File: config.mk
export PLATFORM = sky130hd
export DESIGN_NAME = char_lcd_nibble_sequencer_flat
export DESIGN_NICKNAME = d
export VERILOG_FILES = /design/src/hw/rtl/clns_pkg.sv /design/src/hw/rtl/clns_req_if.sv /design/src/hw/rtl/clns_res_if.sv /design/src/hw/rtl/clns_apb_regs.sv /design/src/hw/rtl/clns_in_reg.sv /design/src/hw/rtl/clns_seq_core.sv /design/src/hw/rtl/char_lcd_nibble_sequencer.sv /design/src/flat_wrapper.sv
export SDC_FILE = /design/constraint.sdc
export NUM_CORES = 1
export LEC_CHECK = 0
export ABC_CLOCK_PERIOD_IN_PS = 18810
export BUFFER_PORTS_ARGS = -buffer_cell sky130_fd_sc_hd__buf_2
export CAP_MARGIN = 30
export CORE_MARGIN = 8
export CORE_UTILIZATION = 50
export CTS_BUF_LIST = sky130_fd_sc_hd__clkbuf_2
export CTS_CLUSTER_SIZE = 16
export DETAILED_ROUTE_END_ITERATION = 10
export HOLD_SLACK_MARGIN = 0.08
export PLACE_DENSITY_LB_ADDON = 0.25
export SLEW_MARGIN = 20
export SYNTH_ARGS = -nofsm -noshare
export SYNTH_HDL_FRONTEND = slang
export SYNTH_HIERARCHICAL = 1
export SYNTH_SLANG_ARGS = --single-unit
File: constraint.sdc
create_clock -name clk_i -period 18.81 [get_ports clk_i]
set_input_delay 1.881 -clock clk_i [delete_from_list [all_inputs] [get_ports clk_i]]
set_output_delay 1.881 -clock clk_i [all_outputs]
set_load 0.05 [all_outputs]
File: src/hw/rtl/clns_pkg.sv
package clns_pkg;

  // width of every delay register and wait counter
  localparam int unsigned DELAY_BITS = 17;
  typedef logic [DELAY_BITS-1:0] delay_t;

  // apb register window
  localparam int unsigned PDATA_W  = 32;
  localparam int unsigned REG_IDX_W = 3;
  localparam int unsigned PADDR_W  = REG_IDX_W + 2;

  // request codes carried in the action field
  typedef enum logic [1:0] {
    ACT_TICK = 2'd0,
    ACT_INIT = 2'd1,
    ACT_CMD  = 2'd2,
    ACT_DATA = 2'd3
  } action_e;

  // configuration register indexes
  typedef enum logic [REG_IDX_W-1:0] {
    REG_ENABLE_WIDTH   = 3'd0,
    REG_POWER_UP_WAIT  = 3'd1,
    REG_INIT_WAIT      = 3'd2,
    REG_COMMAND_SETTLE = 3'd3,
    REG_DATA_SETTLE    = 3'd4,
    REG_SHORT_WAIT     = 3'd5,
    REG_CLEAR_WAIT     = 3'd6
  } reg_idx_e;

  typedef struct packed {
    delay_t enable_width;
    delay_t power_up_wait;
    delay_t init_wait;
    delay_t command_settle;
    delay_t data_settle;
    delay_t short_wait;
    delay_t clear_wait;
  } cfg_t;

  // register reset values, truncated to the counter width
  localparam delay_t EnableWidthRst   = delay_t'(25);
  localparam delay_t PowerUpWaitRst   = delay_t'(3200);
  localparam delay_t InitWaitRst      = delay_t'(30000);
  localparam delay_t CommandSettleRst = delay_t'(1000);
  localparam delay_t DataSettleRst    = delay_t'(100000);
  localparam delay_t ShortWaitRst     = delay_t'(800);
  localparam delay_t ClearWaitRst     = delay_t'(10000);

  // one input transaction
  typedef struct packed {
    logic [1:0] action;
    logic [7:0] byte_value;
    delay_t     extra_wait;
  } req_t;

  // one result transaction
  typedef struct packed {
    logic [3:0] data_nibble;
    logic       reg_select;
    logic       enable;
    logic       busy_res;
    logic       accepted;
  } res_t;

  // handshake between input register and sequencer core
  typedef struct packed {
    logic valid;
    req_t item;
  } item_ctl_t;

  // init sequence step numbering
  localparam logic [3:0] InitStepNone     = 4'd0;
  localparam logic [3:0] InitStepRawFirst = 4'd1;
  localparam logic [3:0] InitStepRawLast  = 4'd4;
  localparam logic [3:0] InitStepCmdFirst = 4'd5;
  localparam logic [3:0] InitStepCmdLast  = 4'd9;

  localparam logic [7:0] InitByteThree = 8'h30;
  localparam logic [7:0] InitByteTwo   = 8'h20;

  // pin vector layout: enable, register select, data nibble
  localparam int unsigned EnBit = 5;
  localparam int unsigned RsBit = 4;

  // zero-length phases that can fall through within one transaction
  localparam int unsigned MaxChain = 3;

  // init command bytes, in order
  function automatic logic [7:0] init_cmd(logic [2:0] k);
    logic [7:0] b;
    unique case (k)
      3'd0:    b = 8'h28;
      3'd1:    b = 8'h0C;
      3'd2:    b = 8'h06;
      3'd3:    b = 8'h01;
      3'd4:    b = 8'h80;
      default: b = 8'h80;
    endcase
    return b;
  endfunction

  // extra wait after each init command
  function automatic delay_t init_extra(logic [2:0] k, cfg_t c);
    delay_t w;
    unique case (k)
      3'd0:    w = c.init_wait;
      3'd3:    w = c.clear_wait;
      default: w = c.short_wait;
    endcase
    return w;
  endfunction

endpackage

File: src/hw/rtl/clns_req_if.sv
interface clns_req_if import clns_pkg::*; ();
  logic       valid;
  logic       ready;
  logic [1:0] action;
  logic [7:0] byte_value;
  delay_t     extra_wait;

  modport source (output valid, action, byte_value, extra_wait, input ready);
  modport sink   (input valid, action, byte_value, extra_wait, output ready);
endinterface

File: src/hw/rtl/clns_res_if.sv
interface clns_res_if import clns_pkg::*; ();
  logic       valid;
  logic       ready;
  logic [3:0] data_nibble;
  logic       reg_select;
  logic       enable;
  logic       busy_res;
  logic       accepted;

  modport source (output valid, data_nibble, reg_select, enable, busy_res, accepted,
                  input ready);
  modport sink   (input valid, data_nibble, reg_select, enable, busy_res, accepted,
                  output ready);
endinterface

File: src/hw/rtl/clns_apb_regs.sv
module clns_apb_regs import clns_pkg::*; (
  input  logic               clk_i,
  input  logic               rst_ni,
  input  logic               psel,
  input  logic               penable,
  input  logic               pwrite,
  input  logic [PADDR_W-1:0] paddr,
  input  logic [PDATA_W-1:0] pwdata,
  output logic [PDATA_W-1:0] prdata,
  output logic               pready,
  output cfg_t               cfg_o
);

  cfg_t     cfg_q;
  reg_idx_e idx;
  logic     wr_en;

  assign pready = 1'b1;
  assign idx    = reg_idx_e'(paddr[PADDR_W-1:2]);
  assign wr_en  = psel && penable && pwrite && pready;
  assign cfg_o  = cfg_q;

  // register writes, access phase only
  always_ff @(posedge clk_i or negedge rst_ni) begin
    if (!rst_ni) begin
      cfg_q.enable_width   <= EnableWidthRst;
      cfg_q.power_up_wait  <= PowerUpWaitRst;
      cfg_q.init_wait      <= InitWaitRst;
      cfg_q.command_settle <= CommandSettleRst;
      cfg_q.data_settle    <= DataSettleRst;
      cfg_q.short_wait     <= ShortWaitRst;
      cfg_q.clear_wait     <= ClearWaitRst;
    end else if (wr_en) begin
      case (idx)
        REG_ENABLE_WIDTH:   cfg_q.enable_width   <= pwdata[DELAY_BITS-1:0];
        REG_POWER_UP_WAIT:  cfg_q.power_up_wait  <= pwdata[DELAY_BITS-1:0];
        REG_INIT_WAIT:      cfg_q.init_wait      <= pwdata[DELAY_BITS-1:0];
        REG_COMMAND_SETTLE: cfg_q.command_settle <= pwdata[DELAY_BITS-1:0];
        REG_DATA_SETTLE:    cfg_q.data_settle    <= pwdata[DELAY_BITS-1:0];
        REG_SHORT_WAIT:     cfg_q.short_wait     <= pwdata[DELAY_BITS-1:0];
        REG_CLEAR_WAIT:     cfg_q.clear_wait     <= pwdata[DELAY_BITS-1:0];
        default: ;
      endcase
    end
  end

  // read mux
  always_comb begin
    case (idx)
      REG_ENABLE_WIDTH:   prdata = PDATA_W'(cfg_q.enable_width);
      REG_POWER_UP_WAIT:  prdata = PDATA_W'(cfg_q.power_up_wait);
      REG_INIT_WAIT:      prdata = PDATA_W'(cfg_q.init_wait);
      REG_COMMAND_SETTLE: prdata = PDATA_W'(cfg_q.command_settle);
      REG_DATA_SETTLE:    prdata = PDATA_W'(cfg_q.data_settle);
      REG_SHORT_WAIT:     prdata = PDATA_W'(cfg_q.short_wait);
      REG_CLEAR_WAIT:     prdata = PDATA_W'(cfg_q.clear_wait);
      default:            prdata = '0;
    endcase
  end

endmodule

File: src/hw/rtl/clns_in_reg.sv
module clns_in_reg import clns_pkg::*; (
  input  logic       clk_i,
  input  logic       rst_ni,
  clns_req_if.sink   req_i,
  input  logic       take_i,
  output item_ctl_t  item_o
);

  logic valid_q;
  req_t item_q;
  logic load;

  // slot frees when empty or when the core takes the held transaction
  assign req_i.ready = !valid_q || take_i;
  assign load        = req_i.valid && req_i.ready;

  always_ff @(posedge clk_i or negedge rst_ni) begin
    if (!rst_ni) begin
      valid_q <= 1'b0;
    end else if (req_i.ready) begin
      valid_q <= req_i.valid;
    end
  end

  // payload capture
  always_ff @(posedge clk_i) begin
    if (load) begin
      item_q.action     <= req_i.action;
      item_q.byte_value <= req_i.byte_value;
      item_q.extra_wait <= req_i.extra_wait;
    end
  end

  assign item_o.valid = valid_q;
  assign item_o.item  = item_q;

endmodule

File: src/hw/rtl/clns_seq_core.sv
module clns_seq_core import clns_pkg::*; (
  input  logic       clk_i,
  input  logic       rst_ni,
  input  cfg_t       cfg_i,
  input  item_ctl_t  item_i,
  output logic       take_o,
  clns_res_if.source res_o
);

  typedef enum logic [2:0] {
    PH_IDLE       = 3'd0,
    PH_POWER      = 3'd1,
    PH_RAW_STROBE = 3'd2,
    PH_RAW_WAIT   = 3'd3,
    PH_STROBE_HI  = 3'd4,
    PH_STROBE_LO  = 3'd5,
    PH_SETTLE     = 3'd6,
    PH_EXTRA      = 3'd7
  } phase_e;

  typedef struct packed {
    phase_e     phase;
    delay_t     wait_count;
    logic [7:0] pend_byte;
    logic       pend_sel;
    delay_t     pend_extra;
    logic [3:0] init_step;
    logic [5:0] pins;
  } seq_t;

  seq_t st_q;
  seq_t st_d;
  res_t res_q;
  res_t res_d;
  logic res_valid_q;
  logic taken;
  logic fire;

  // put a nibble on the bus with enable raised
  function automatic seq_t start_strobe(seq_t s, phase_e ph, logic [3:0] nib,
                                        delay_t en_w);
    seq_t r;
    r            = s;
    r.phase      = ph;
    r.pins       = {1'b1, s.pend_sel, nib};
    r.wait_count = (en_w == '0) ? delay_t'(1) : en_w;
    return r;
  endfunction

  // load the init item selected by init_step, or finish the sequence
  function automatic seq_t begin_item(seq_t s, cfg_t c);
    seq_t       r;
    logic [2:0] k;
    r = s;
    k = 3'(s.init_step - InitStepCmdFirst);
    if (s.init_step >= InitStepRawFirst && s.init_step <= InitStepRawLast) begin
      r.pend_byte = (s.init_step == InitStepRawLast) ? InitByteTwo : InitByteThree;
      r.pend_sel  = 1'b0;
      r = start_strobe(r, PH_RAW_STROBE, r.pend_byte[7:4], c.enable_width);
    end else if (s.init_step >= InitStepCmdFirst && s.init_step <= InitStepCmdLast) begin
      r.pend_byte  = init_cmd(k);
      r.pend_sel   = 1'b0;
      r.pend_extra = init_extra(k, c);
      r = start_strobe(r, PH_STROBE_HI, r.pend_byte[7:4], c.enable_width);
    end else begin
      r.init_step  = InitStepNone;
      r.phase      = PH_IDLE;
      r.wait_count = '0;
    end
    return r;
  endfunction

  // leave a phase whose count has run out
  function automatic seq_t advance(seq_t s, cfg_t c);
    seq_t r;
    r = s;
    unique case (s.phase)
      PH_POWER: begin
        r.init_step = InitStepRawFirst;
        r = begin_item(r, c);
      end
      PH_RAW_STROBE, PH_STROBE_HI, PH_STROBE_LO: begin
        if (s.pins[EnBit]) begin
          r.pins[EnBit] = 1'b0;
          r.wait_count  = delay_t'(1);
        end else if (s.phase == PH_RAW_STROBE) begin
          r.phase      = PH_RAW_WAIT;
          r.wait_count = c.init_wait;
        end else if (s.phase == PH_STROBE_HI) begin
          r = start_strobe(r, PH_STROBE_LO, s.pend_byte[3:0], c.enable_width);
        end else begin
          r.phase      = PH_SETTLE;
          r.wait_count = s.pend_sel ? c.data_settle : c.command_settle;
        end
      end
      PH_RAW_WAIT: begin
        r.init_step = s.init_step + 4'd1;
        r = begin_item(r, c);
      end
      PH_SETTLE: begin
        r.phase      = PH_EXTRA;
        r.wait_count = s.pend_extra;
      end
      PH_EXTRA: begin
        if (s.init_step != InitStepNone) begin
          r.init_step = s.init_step + 4'd1;
          r = begin_item(r, c);
        end else begin
          r.phase      = PH_IDLE;
          r.wait_count = '0;
        end
      end
      PH_IDLE: begin
        r.phase      = PH_IDLE;
        r.wait_count = '0;
      end
    endcase
    return r;
  endfunction

  // result slot frees when empty or when the sink takes it
  assign take_o = !res_valid_q || res_o.ready;
  assign fire   = item_i.valid && take_o;

  // one transaction: tick or request, then fall through exhausted phases
  always_comb begin
    st_d  = st_q;
    taken = 1'b0;
    if (item_i.item.action == ACT_TICK) begin
      if (st_q.phase != PH_IDLE && st_q.wait_count != '0) begin
        st_d.wait_count = st_q.wait_count - delay_t'(1);
      end
    end else if (st_q.phase == PH_IDLE) begin
      taken          = 1'b1;
      st_d.init_step = InitStepNone;
      if (item_i.item.action == ACT_INIT) begin
        st_d.phase      = PH_POWER;
        st_d.pins       = '0;
        st_d.wait_count = cfg_i.power_up_wait;
      end else begin
        st_d.pend_byte  = item_i.item.byte_value;
        st_d.pend_sel   = (item_i.item.action == ACT_DATA);
        st_d.pend_extra = (item_i.item.action == ACT_DATA) ? '0 : item_i.item.extra_wait;
        st_d = start_strobe(st_d, PH_STROBE_HI, item_i.item.byte_value[7:4],
                            cfg_i.enable_width);
      end
    end
    for (int i = 0; i < MaxChain; i++) begin
      if (st_d.phase != PH_IDLE && st_d.wait_count == '0) begin
        st_d = advance(st_d, cfg_i);
      end
    end
  end

  // result fields from the updated pin levels
  always_comb begin
    res_d.data_nibble = st_d.pins[3:0];
    res_d.reg_select  = st_d.pins[RsBit];
    res_d.enable      = st_d.pins[EnBit];
    res_d.busy_res    = (st_d.phase != PH_IDLE);
    res_d.accepted    = taken;
  end

  // sequencer state and result register
  always_ff @(posedge clk_i or negedge rst_ni) begin
    if (!rst_ni) begin
      st_q        <= '0;
      res_valid_q <= 1'b0;
      res_q       <= '0;
    end else begin
      if (fire) begin
        st_q  <= st_d;
        res_q <= res_d;
      end
      if (take_o) begin
        res_valid_q <= item_i.valid;
      end
    end
  end

  assign res_o.valid       = res_valid_q;
  assign res_o.data_nibble = res_q.data_nibble;
  assign res_o.reg_select  = res_q.reg_select;
  assign res_o.enable      = res_q.enable;
  assign res_o.busy_res    = res_q.busy_res;
  assign res_o.accepted    = res_q.accepted;

endmodule

File: src/hw/rtl/char_lcd_nibble_sequencer.sv
// Character LCD sequencer for a 4-bit HD44780-style bus. Every input transaction
// is either a tick, which moves time on by one step, or a request (power-up init,
// command byte, data byte) that is taken only while the sequencer is idle; each
// transaction yields exactly one result carrying the bus levels, busy and whether
// the request was accepted. One transaction is taken per clock cycle with no
// bubbles while results are accepted; a result is presented once its transaction
// has passed the input register and then the sequencer state and result register,
// and while a result waits unaccepted the input register holds and the input
// stalls. All waits and enable pulse lengths are counted in ticks, as set
// by the seven APB delay registers at byte addresses 0x00 to 0x18; they should be
// written only while the sequencer is idle.
module char_lcd_nibble_sequencer import clns_pkg::*; (
  input  logic               clk_i,
  input  logic               rst_ni,
  clns_req_if.sink           req_i,
  clns_res_if.source         res_o,
  input  logic               psel,
  input  logic               penable,
  input  logic               pwrite,
  input  logic [PADDR_W-1:0] paddr,
  input  logic [PDATA_W-1:0] pwdata,
  output logic [PDATA_W-1:0] prdata,
  output logic               pready
);

  cfg_t      cfg;
  item_ctl_t item;
  logic      take;

  // delay registers
  clns_apb_regs u_regs (
    .clk_i   (clk_i),
    .rst_ni  (rst_ni),
    .psel    (psel),
    .penable (penable),
    .pwrite  (pwrite),
    .paddr   (paddr),
    .pwdata  (pwdata),
    .prdata  (prdata),
    .pready  (pready),
    .cfg_o   (cfg)
  );

  // input register
  clns_in_reg u_in (
    .clk_i  (clk_i),
    .rst_ni (rst_ni),
    .req_i  (req_i),
    .take_i (take),
    .item_o (item)
  );

  // sequencer state and result register
  clns_seq_core u_core (
    .clk_i  (clk_i),
    .rst_ni (rst_ni),
    .cfg_i  (cfg),
    .item_i (item),
    .take_o (take),
    .res_o  (res_o)
  );

endmodule
File: src/flat_wrapper.sv
// flat-port wrapper written by rule: the top's interface ports become plain ports
module char_lcd_nibble_sequencer_flat import clns_pkg::*;
  (clk_i, rst_ni, psel, penable, pwrite, paddr, pwdata, prdata, pready, req_i_valid, req_i_action, req_i_byte_value, req_i_extra_wait, req_i_ready, res_o_valid, res_o_data_nibble, res_o_reg_select, res_o_enable, res_o_busy_res, res_o_accepted, res_o_ready);
  clns_req_if req_i_i ();
  clns_res_if res_o_i ();
  input  logic clk_i;
  input  logic rst_ni;
  input  logic psel;
  input  logic penable;
  input  logic pwrite;
  input  logic [PADDR_W-1:0] paddr;
  input  logic [PDATA_W-1:0] pwdata;
  output logic [PDATA_W-1:0] prdata;
  output logic pready;
  input wire logic [$bits(req_i_i.valid)-1:0] req_i_valid;
  input wire logic [$bits(req_i_i.action)-1:0] req_i_action;
  input wire logic [$bits(req_i_i.byte_value)-1:0] req_i_byte_value;
  input wire logic [$bits(req_i_i.extra_wait)-1:0] req_i_extra_wait;
  output wire logic [$bits(req_i_i.ready)-1:0] req_i_ready;
  output wire logic [$bits(res_o_i.valid)-1:0] res_o_valid;
  output wire logic [$bits(res_o_i.data_nibble)-1:0] res_o_data_nibble;
  output wire logic [$bits(res_o_i.reg_select)-1:0] res_o_reg_select;
  output wire logic [$bits(res_o_i.enable)-1:0] res_o_enable;
  output wire logic [$bits(res_o_i.busy_res)-1:0] res_o_busy_res;
  output wire logic [$bits(res_o_i.accepted)-1:0] res_o_accepted;
  input wire logic [$bits(res_o_i.ready)-1:0] res_o_ready;
  assign req_i_i.valid = req_i_valid;
  assign req_i_i.action = req_i_action;
  assign req_i_i.byte_value = req_i_byte_value;
  assign req_i_i.extra_wait = req_i_extra_wait;
  assign req_i_ready = req_i_i.ready;
  assign res_o_valid = res_o_i.valid;
  assign res_o_data_nibble = res_o_i.data_nibble;
  assign res_o_reg_select = res_o_i.reg_select;
  assign res_o_enable = res_o_i.enable;
  assign res_o_busy_res = res_o_i.busy_res;
  assign res_o_accepted = res_o_i.accepted;
  assign res_o_i.ready = res_o_ready;
  char_lcd_nibble_sequencer u_core (.clk_i(clk_i), .rst_ni(rst_ni), .req_i(req_i_i), .res_o(res_o_i), .psel(psel), .penable(penable), .pwrite(pwrite), .paddr(paddr), .pwdata(pwdata), .prdata(prdata), .pready(pready));
endmodule
==> summary.md, run 1 <==
| Metric | Value |
|---|---|
| Mapped Cells | 1703 |
| Max VDD drop | 0.07579 mV |
| TNS Setup | 0 ns |
| Post-Place Worst Slack | ~9.4 ns |
| Ys flop type | dfrtp_1 |
| Critical Path AT | around 10 ns |
| Vias in the first global route | 14740 |
| Part of the power in the clock network | 15.4% |
| Routed Antenna Nets | 0 |
| Cell Area, Synth | 15460 um2 |
| Setup Viol. Count Final | 0 |
| Dpl cell area | ~16000 um2 |
| Crit path required time | 19.66 ns |
| Clock root buffer | clkbuf_2 |
| HP Class | flip-flop to flip-flop |
| Core Rows | 64 |
| Synth async-reset ratio | roughly 87% |
| Number of max-slew violations in the final report | 0 |
| Synth top area share | around 23% |
| Sw Ratio | slightly above 50% |
| Count of cell types in the netlist | roughly 110 |
| Register area | approximately 5200 um2 |
| Die area | approximately 37000 um2 |
| Clock tree buffer depth | 3 |
| Origin of the worst setup path | u_core/u_in/item_o[26] |
| Crit-path max cell delay | 0.86 ns |
| Post-synth EDFFs | 27 |
| Setup ws final | 9.212 ns |
| DRC viols | 0 |
| Slew @ Worst Pin | approximately 1.0 ns |
| Drt via density | just under 7 |
| # fillers | a little under 3000 |
| Final instance area | roughly 17000 um2 |
| Layout cells sized above 1 | between 20% and 30% |
| Comb pwr share | a little over half |
| CP Capture Type | flip-flop |
| Area Growth Syn to Fin | 7.776% |
| Max-slew headroom | a little under a third |
| Final nets | between 1500 and 2000 |
| Clk Latency, worst-skew pair | between 1 and 1.5 ns |
| Post-detail-place hpwl | between 40000 and 50000 um |
| Largest net degree at the start of global routing | a little under 70 |
| Hold depth | 1 |
| Reg-to-reg critical path endpoint | u_core/u_core/st_q[4] |
| Clock sinks | 202 |
| Power per Cell Area | around 130 nW/um2 |
| Status | completed |
| Slowest CP cell | edfxtp_1 |
| Placer Congestion | 1.027 |
| Core area | slightly above 30000 um2 |
| Area of the multi-input gates | roughly 9500 um2 |
| Synth top cells by count | dfrtp_1, mux2_2, nor2_1 |
| Vias | around 15000 |
| Global-route wire length before repair | slightly below 100000 um |
| Startpoint types | flip-flop |
| RSZ-0062 raised after global routing | no |
| PostCTS Resize Cnt | 0 |
| Total GRT Usage | 35.53% |
| Initial antenna violation count | 2 |
| CTS Buf Count | 55 |
| Worst R2R Start | u_core/u_in/item_o[26] |
| Hold buffer count at cts | 0 |
| Die Width | approximately 190 um |
| Highest Clock Rate | between 100 and 150 MHz |
| Crit Path Max Fanout | 24 |
| Cell taking the most area after synthesis | dfrtp_1 |
| Die height | roughly 190 um |
| Period utilisation layout | about half |
| Most common cell in the synthesized netlist | dfrtp_1 |
| Hold Path End | u_core/u_core/res_o.busy_res |
| P_leak | between 6 and 7 nW |
| DRT Pass-1 Iters | 6 |
| # Max-Cap Violations | 0 |
| Clock transition at path regs | ~0.090 ns |
| Min-delay src | u_core/u_core/res_o.busy_res |
| Synth Warn # | 6 |
| Number of top-level pins | ~110 |
| Fin. Hold Viols | 0 |
| Synth area leaders | dfrtp_1, mux2_2, dfstp_2 |
| H-tree depth | 2 |
| Sequential power share | 32.0% |
| Post-synthesis sequential area ratio | between 30% and 40% |
| Register-to-Register Path Depth | 25 |
| Reg2reg setup slack | 9.21 ns |
| TritonCTS clock tree | built |
| Post-Syn Area per Cell | about 9 um2 |
| NetSw | ~1.1 mW |
| Clock period minus worst slack | about 9.6 ns |
| Routed len/inst | 30.02 um |
| Initial DRC Count | between 1500 and 2000 |
| Routed WL | between 60000 and 70000 um |
| Initial core utilization | around 51% |
| Final Skew | around 0.12 ns |
| Post-CTS Setup Bufs | 0 |
| CP Class | flip-flop to flip-flop |
| Synthesized flop and latch total | between 200 and 250 |
| Total gr overflow | 0 |
| Port Buffers | 80 |
| Int Power | about 1.1 mW |
| Post-Route Utilization | ~55% |
[metrics by stage]
step                      power, mW  instances  hold WS (ns)
after floorplan               1.439       1717        0.4731
after global placement        1.826       2088        0.4578
after detailed placement      1.834       2089        0.4805
after CTS                     2.179       2192        0.4985
after global routing          2.316       2196        0.5249
final                         2.215       2196        0.4933
[cell type report]
| type | count | area share, % |
|---|---|---|
| well taps | 396 | 2.973 |
| clock buffers | 90 | 2.703 |
| flip-flops and latches | 202 | 31.39 |
| inverters | 18 | 0.4054 |
| multi-input cells | 1346 | 57.12 |
| clock inverters | 13 | 0.4955 |
| repair buffers | 130 | 4.902 |
| diodes | 1 | 0.01502 |
[worst max path at each step]
stage / to / slack [ns]
floorplan: u_core/u_core/st_q[45] / 12.03
global placement: u_core/u_core/st_q[49] / 9.59
detailed placement: u_core/u_core/st_q[46] / 9.44
CTS: u_core/u_core/st_q[4] / 9.39
global route: u_core/u_core/st_q[4] / 8.63
finish: u_core/u_core/st_q[4] / 9.21
[metal layers]
metal / track usage, % / wire length [um] / vias up
li1: - / - / 6612
met1: 45.52 / 26000 / 7437
met2: 53.63 / 28760 / 961
met3: 7.589 / 6255 / 281
met4: 23.21 / 4905 / 0
met5: 0 / 0 / -
[placed cells by master (no fill, tap or decap), types with 12 or more instances in the layout]
master and n:
a21o_1 30, o221ai_1 15, nor3_1 30, and3_1 12, nand2_1 124, a22o_1 38
conb_1 16, mux2_2 137, mux2i_1 68, a211oi_1 21, buf_2 79, o21a_1 24
and2_1 12, dfrtp_1 142, o21ai_0 61, nor2b_1 13, a31oi_1 42, dfstp_2 33
nor4_1 19, nor2_1 125, a22oi_1 52, ha_1 20, nor3b_1 27, o22ai_1 19
buf_4 47, nand2b_1 13, clkbuf_2 90, nand3_1 60, a311oi_1 12, or3_1 13
a21oi_1 115, inv_1 18, edfxtp_1 27
[cell families after synthesis]
| family | synth area share [%] |
|---|---|
| xor+xnor | 0.7040 |
| mux | 14.83 |
| fa+ha+maj | 1.618 |
| compound gates | 25.54 |
| flops | 33.83 |
| buf+inv | 5.235 |
| simple gates | 18.20 |
| other cells | 0.04857 |
[sequential cells by signal, indices dropped and copies added (netlist names)]
name                          cells
u_core/u_regs/cfg_o             119
u_core/u_in/valid_q               1
u_core/u_core/res_o.valid         1
u_core/u_in/item_o               27
u_core/u_core/res_o.accepted      1
u_core/u_core/st_q               52
u_core/u_core/res_o.busy_res      1
[worst max-delay path: cells and delay by family, from the launching register on]
family	cells	cell delay [ns]
and+or+nand+nor	12	4.00
AOI/OAI and AO/OA	5	2.29
DFF	1	0.86
muxes	2	0.72
buffers and inverters	3	0.62
adders and majority gates	2	0.55
xor gates and xnor gates	1	0.39
[power by group through the flow]
stage / registers [mW] / logic, mW / clock network, mW
2_1_floorplan: 0.650 / 0.790 / 0
3_3_place_gp: 0.705 / 1.12 / 0
3_5_place_dp: 0.709 / 1.13 / 0
4_1_cts: 0.700 / 1.13 / 0.349
5_1_grt: 0.719 / 1.23 / 0.372
6_report: 0.708 / 1.17 / 0.340
No activity file was read; power rests on OpenSTA's default activity.
==> inputs of run 2 (changes only) <==
- ABC_AREA: default -> 1
- ABC_CLOCK_PERIOD_IN_PS: 18810 -> 8470
- clock period: 18.81 -> 8.47 ns (I/O delays scaled with it)
==> summary.md, run 2 <==
| Metric | Value |
|---|---|
| Final Skew | 0.08445 ns |
| Placer Congestion | 1.073 |
| Number of max-slew violations in the final report | 0 |
| Die area | between 40000 and 50000 um2 |
| CP Capture Type | flip-flop |
| Clock sinks | 202 |
| DRT Pass-1 Iters | 8 |
| Core area | 36260 um2 |
| Max VDD drop | approximately 0.18 mV |
| Sw Ratio | between 60% and 70% |
| TritonCTS clock tree | built |
| Global-route wire length before repair | about 130000 um |
| Post-synthesis sequential area ratio | 28.73% |
| Setup Viol. Count Final | 0 |
| Sequential power share | 21.2% |
| Most common cell in the synthesized netlist | nand2_1 |
| Synthesized flop and latch total | about 200 |
| Clock transition at path regs | between 0.1 and 0.15 ns |
| Comb pwr share | 67.9% |
| H-tree depth | 2 |
| Initial core utilization | 50.21% |
| Ys flop type | dfrtp_1 |
| Startpoint types | flip-flop |
| Mapped Cells | 2931 |
| Post-synth EDFFs | 27 |
| HP Class | input port to flip-flop |
| Die height | 206.8 um |
| Int Power | 2.887 mW |
| Count of cell types in the netlist | 64 |
| Power per Cell Area | 373.0 nW/um2 |
| Part of the power in the clock network | 10.9% |
| Clock period minus worst slack | between 7 and 8 ns |
| Max-slew headroom | 31.45% |
| Dpl cell area | 18720 um2 |
| Synth top cells by count | nand2_1, nor2_1, o21ai_0 |
| Drt via density | roughly 6.3 |
| Cell taking the most area after synthesis | nand2_1 |
| Most frequent cells in the layout | nand2_1, nor2_1, o21ai_0, inv_1, nand3_1 |
| Routed len/inst | 24.95 um |
| Slew @ Worst Pin | 1.015 ns |
| NetSw | approximately 4.4 mW |
| Total gr overflow | 0 |
| Post-detail-place hpwl | between 60000 and 70000 um |
| Routed Antenna Nets | 0 |
| Core Rows | 70 |
| Period utilisation layout | between 80% and 90% |
| Crit Path Max Fanout | 19 |
| CTS Buf Count | 56 |
| Commonest non-fill, non-tap cell in the layout | nand2_1 |
| Clock root buffer | clkbuf_2 |
| # Max-Cap Violations | 0 |
| Critical Path AT | ~8.2 ns |
| Final instance area | 19660 um2 |
| Synth async-reset ratio | between 80% and 90% |
| Highest Clock Rate | 137.0 MHz |
| Routed WL | between 80000 and 90000 um |
| Number of top-level pins | 114 |
| Initial DRC Count | around 3200 |
| Post-Route Utilization | between 50% and 60% |
| Area Growth Syn to Fin | 7.992% |
| Port Buffers | 80 |
| Layout cells sized above 1 | 12.89% |
| CP Class | flip-flop to flip-flop |
| DRC viols | 0 |
| RSZ-0062 raised after global routing | no |
| Total GRT Usage | 40.28% |
| Fin. Hold Viols | 0 |
| Synth top area share | 21.36% |
| PostCTS Resize Cnt | 0 |
| Synth Warn # | 6 |
| Die Width | between 200 and 250 um |
| Largest net degree at the start of global routing | 78 |
| Post-Syn Area per Cell | between 6 and 7 um2 |
| Cells after DPL | around 3400 |
| Clk Latency, worst-skew pair | 1.06 ns |
| Synth area leaders | nand2_1, dfrtp_1, o21ai_0 |
| P_leak | 9.737 nW |
| Tot Pwr | roughly 7.3 mW |
| TNS Setup | 0 ns |
| Initial antenna violation count | 4 |
| Status | completed |
| Crit path required time | ~9.4 ns |
| Cell Area, Synth | between 15000 and 20000 um2 |
| Slowest CP cell | o21ai_4 |
| Vias in the first global route | slightly above 20000 |
| Max FFs per register | 119 |
| Crit path top cell by count | nand2_1 |
| Crit-path max cell delay | ~0.59 ns |
| Clock tree buffer depth | 3 |
| Post-route insts no fill | 3519 |
| Vias | around 22000 |
| Final nets | just over 3000 |
[run 2: area by class of cell]
type | instances | area (um2)
repair buffers | 161 | 1117
inverters | 270 | 1018
well taps | 468 | 585.6
clock inverters | 10 | 82.58
multi-input cells | 2313 | 11150
clock buffers | 94 | 470.5
diodes | 1 | 2.502
fillers | 3673 | 16600
flip-flops and latches | 202 | 5231
[run 2: kinds of logic (layout without fill, tap and decap cells)]
logic type | after synthesis | count (layout) | share of synthesized area [%]
muxes | 2 | 2 | 0.1100
AOI/OAI and AO/OA | 593 | 593 | 19.00
buffers and inverters | 430 | 535 | 10.33
other | 2 | 17 | 0.04125
adders and majority gates | 20 | 20 | 1.374
and+or+nand+nor | 1677 | 1677 | 40.17
xor gates and xnor gates | 5 | 5 | 0.2405
DFF | 202 | 202 | 28.73
[run 2: final timing paths]
kind / from / slack [ns] / endpoint / cells past startpoint
min in group asynchronous: rst_ni / 0.31 / u_core/u_core/st_q[48] / 2
max in group asynchronous: rst_ni / 6.31 / u_core/u_regs/cfg_o[13] / 5
max: u_core/u_in/item_o[25] / 1.17 / u_core/u_core/st_q[43] / 37
max reg2reg: u_core/u_in/item_o[25] / 1.17 / u_core/u_core/st_q[43] / 37
min reg2reg: u_core/u_core/res_o.accepted / 0.50 / u_core/u_core/res_o.accepted / 2
min: pwdata[3] / 0.14 / u_core/u_regs/cfg_o[54] / 3
[run 2: timing repair]
item | 4_1_cts | 5_1_grt
buffers inserted | 0 | 0
hold buffers | 34 | 1
endpoints found under the hold margin | 85 | 1
[run 2: metal layers]
metal	up-vias	GRT usage, %	part of all wire, %
li1	9867	-	-
met1	10260	52.51	39
met2	1618	60.86	43
met3	324	8.458	12
met4	4	24.34	6.9
met5	-	0	0.026
[run 2: power groups by stage]
stage          sequential, mW  combinational, mW  clock [mW]
4_1_cts                  1.53               4.76       0.808
5_1_grt                  1.57               5.31       0.863
2_1_floorplan            1.44               3.30           0
3_3_place_gp             1.54               4.66           0
6_report                 1.55               4.98       0.797
3_5_place_dp             1.55               4.73           0
[run 2: critical path: cells and delay by family (launching register included)]
kind	cells	cell delay, ns
adder cells (fa/ha/maj)	3	0.78
AO/OA/AOI/OAI	1	0.59
buffers and inverters	7	1.25
flip-flops	1	0.51
AND/OR/NAND/NOR	26	4.07
[run 2: metrics by stage]
stage          hold WS [ns]  worst slack (ns)
3_3_place_gp         0.4663             1.611
5_1_grt             0.08344            0.8044
3_5_place_dp         0.4797             1.431
2_1_floorplan        0.4499             3.687
6_report             0.1356             1.169
4_1_cts             0.08201             1.408
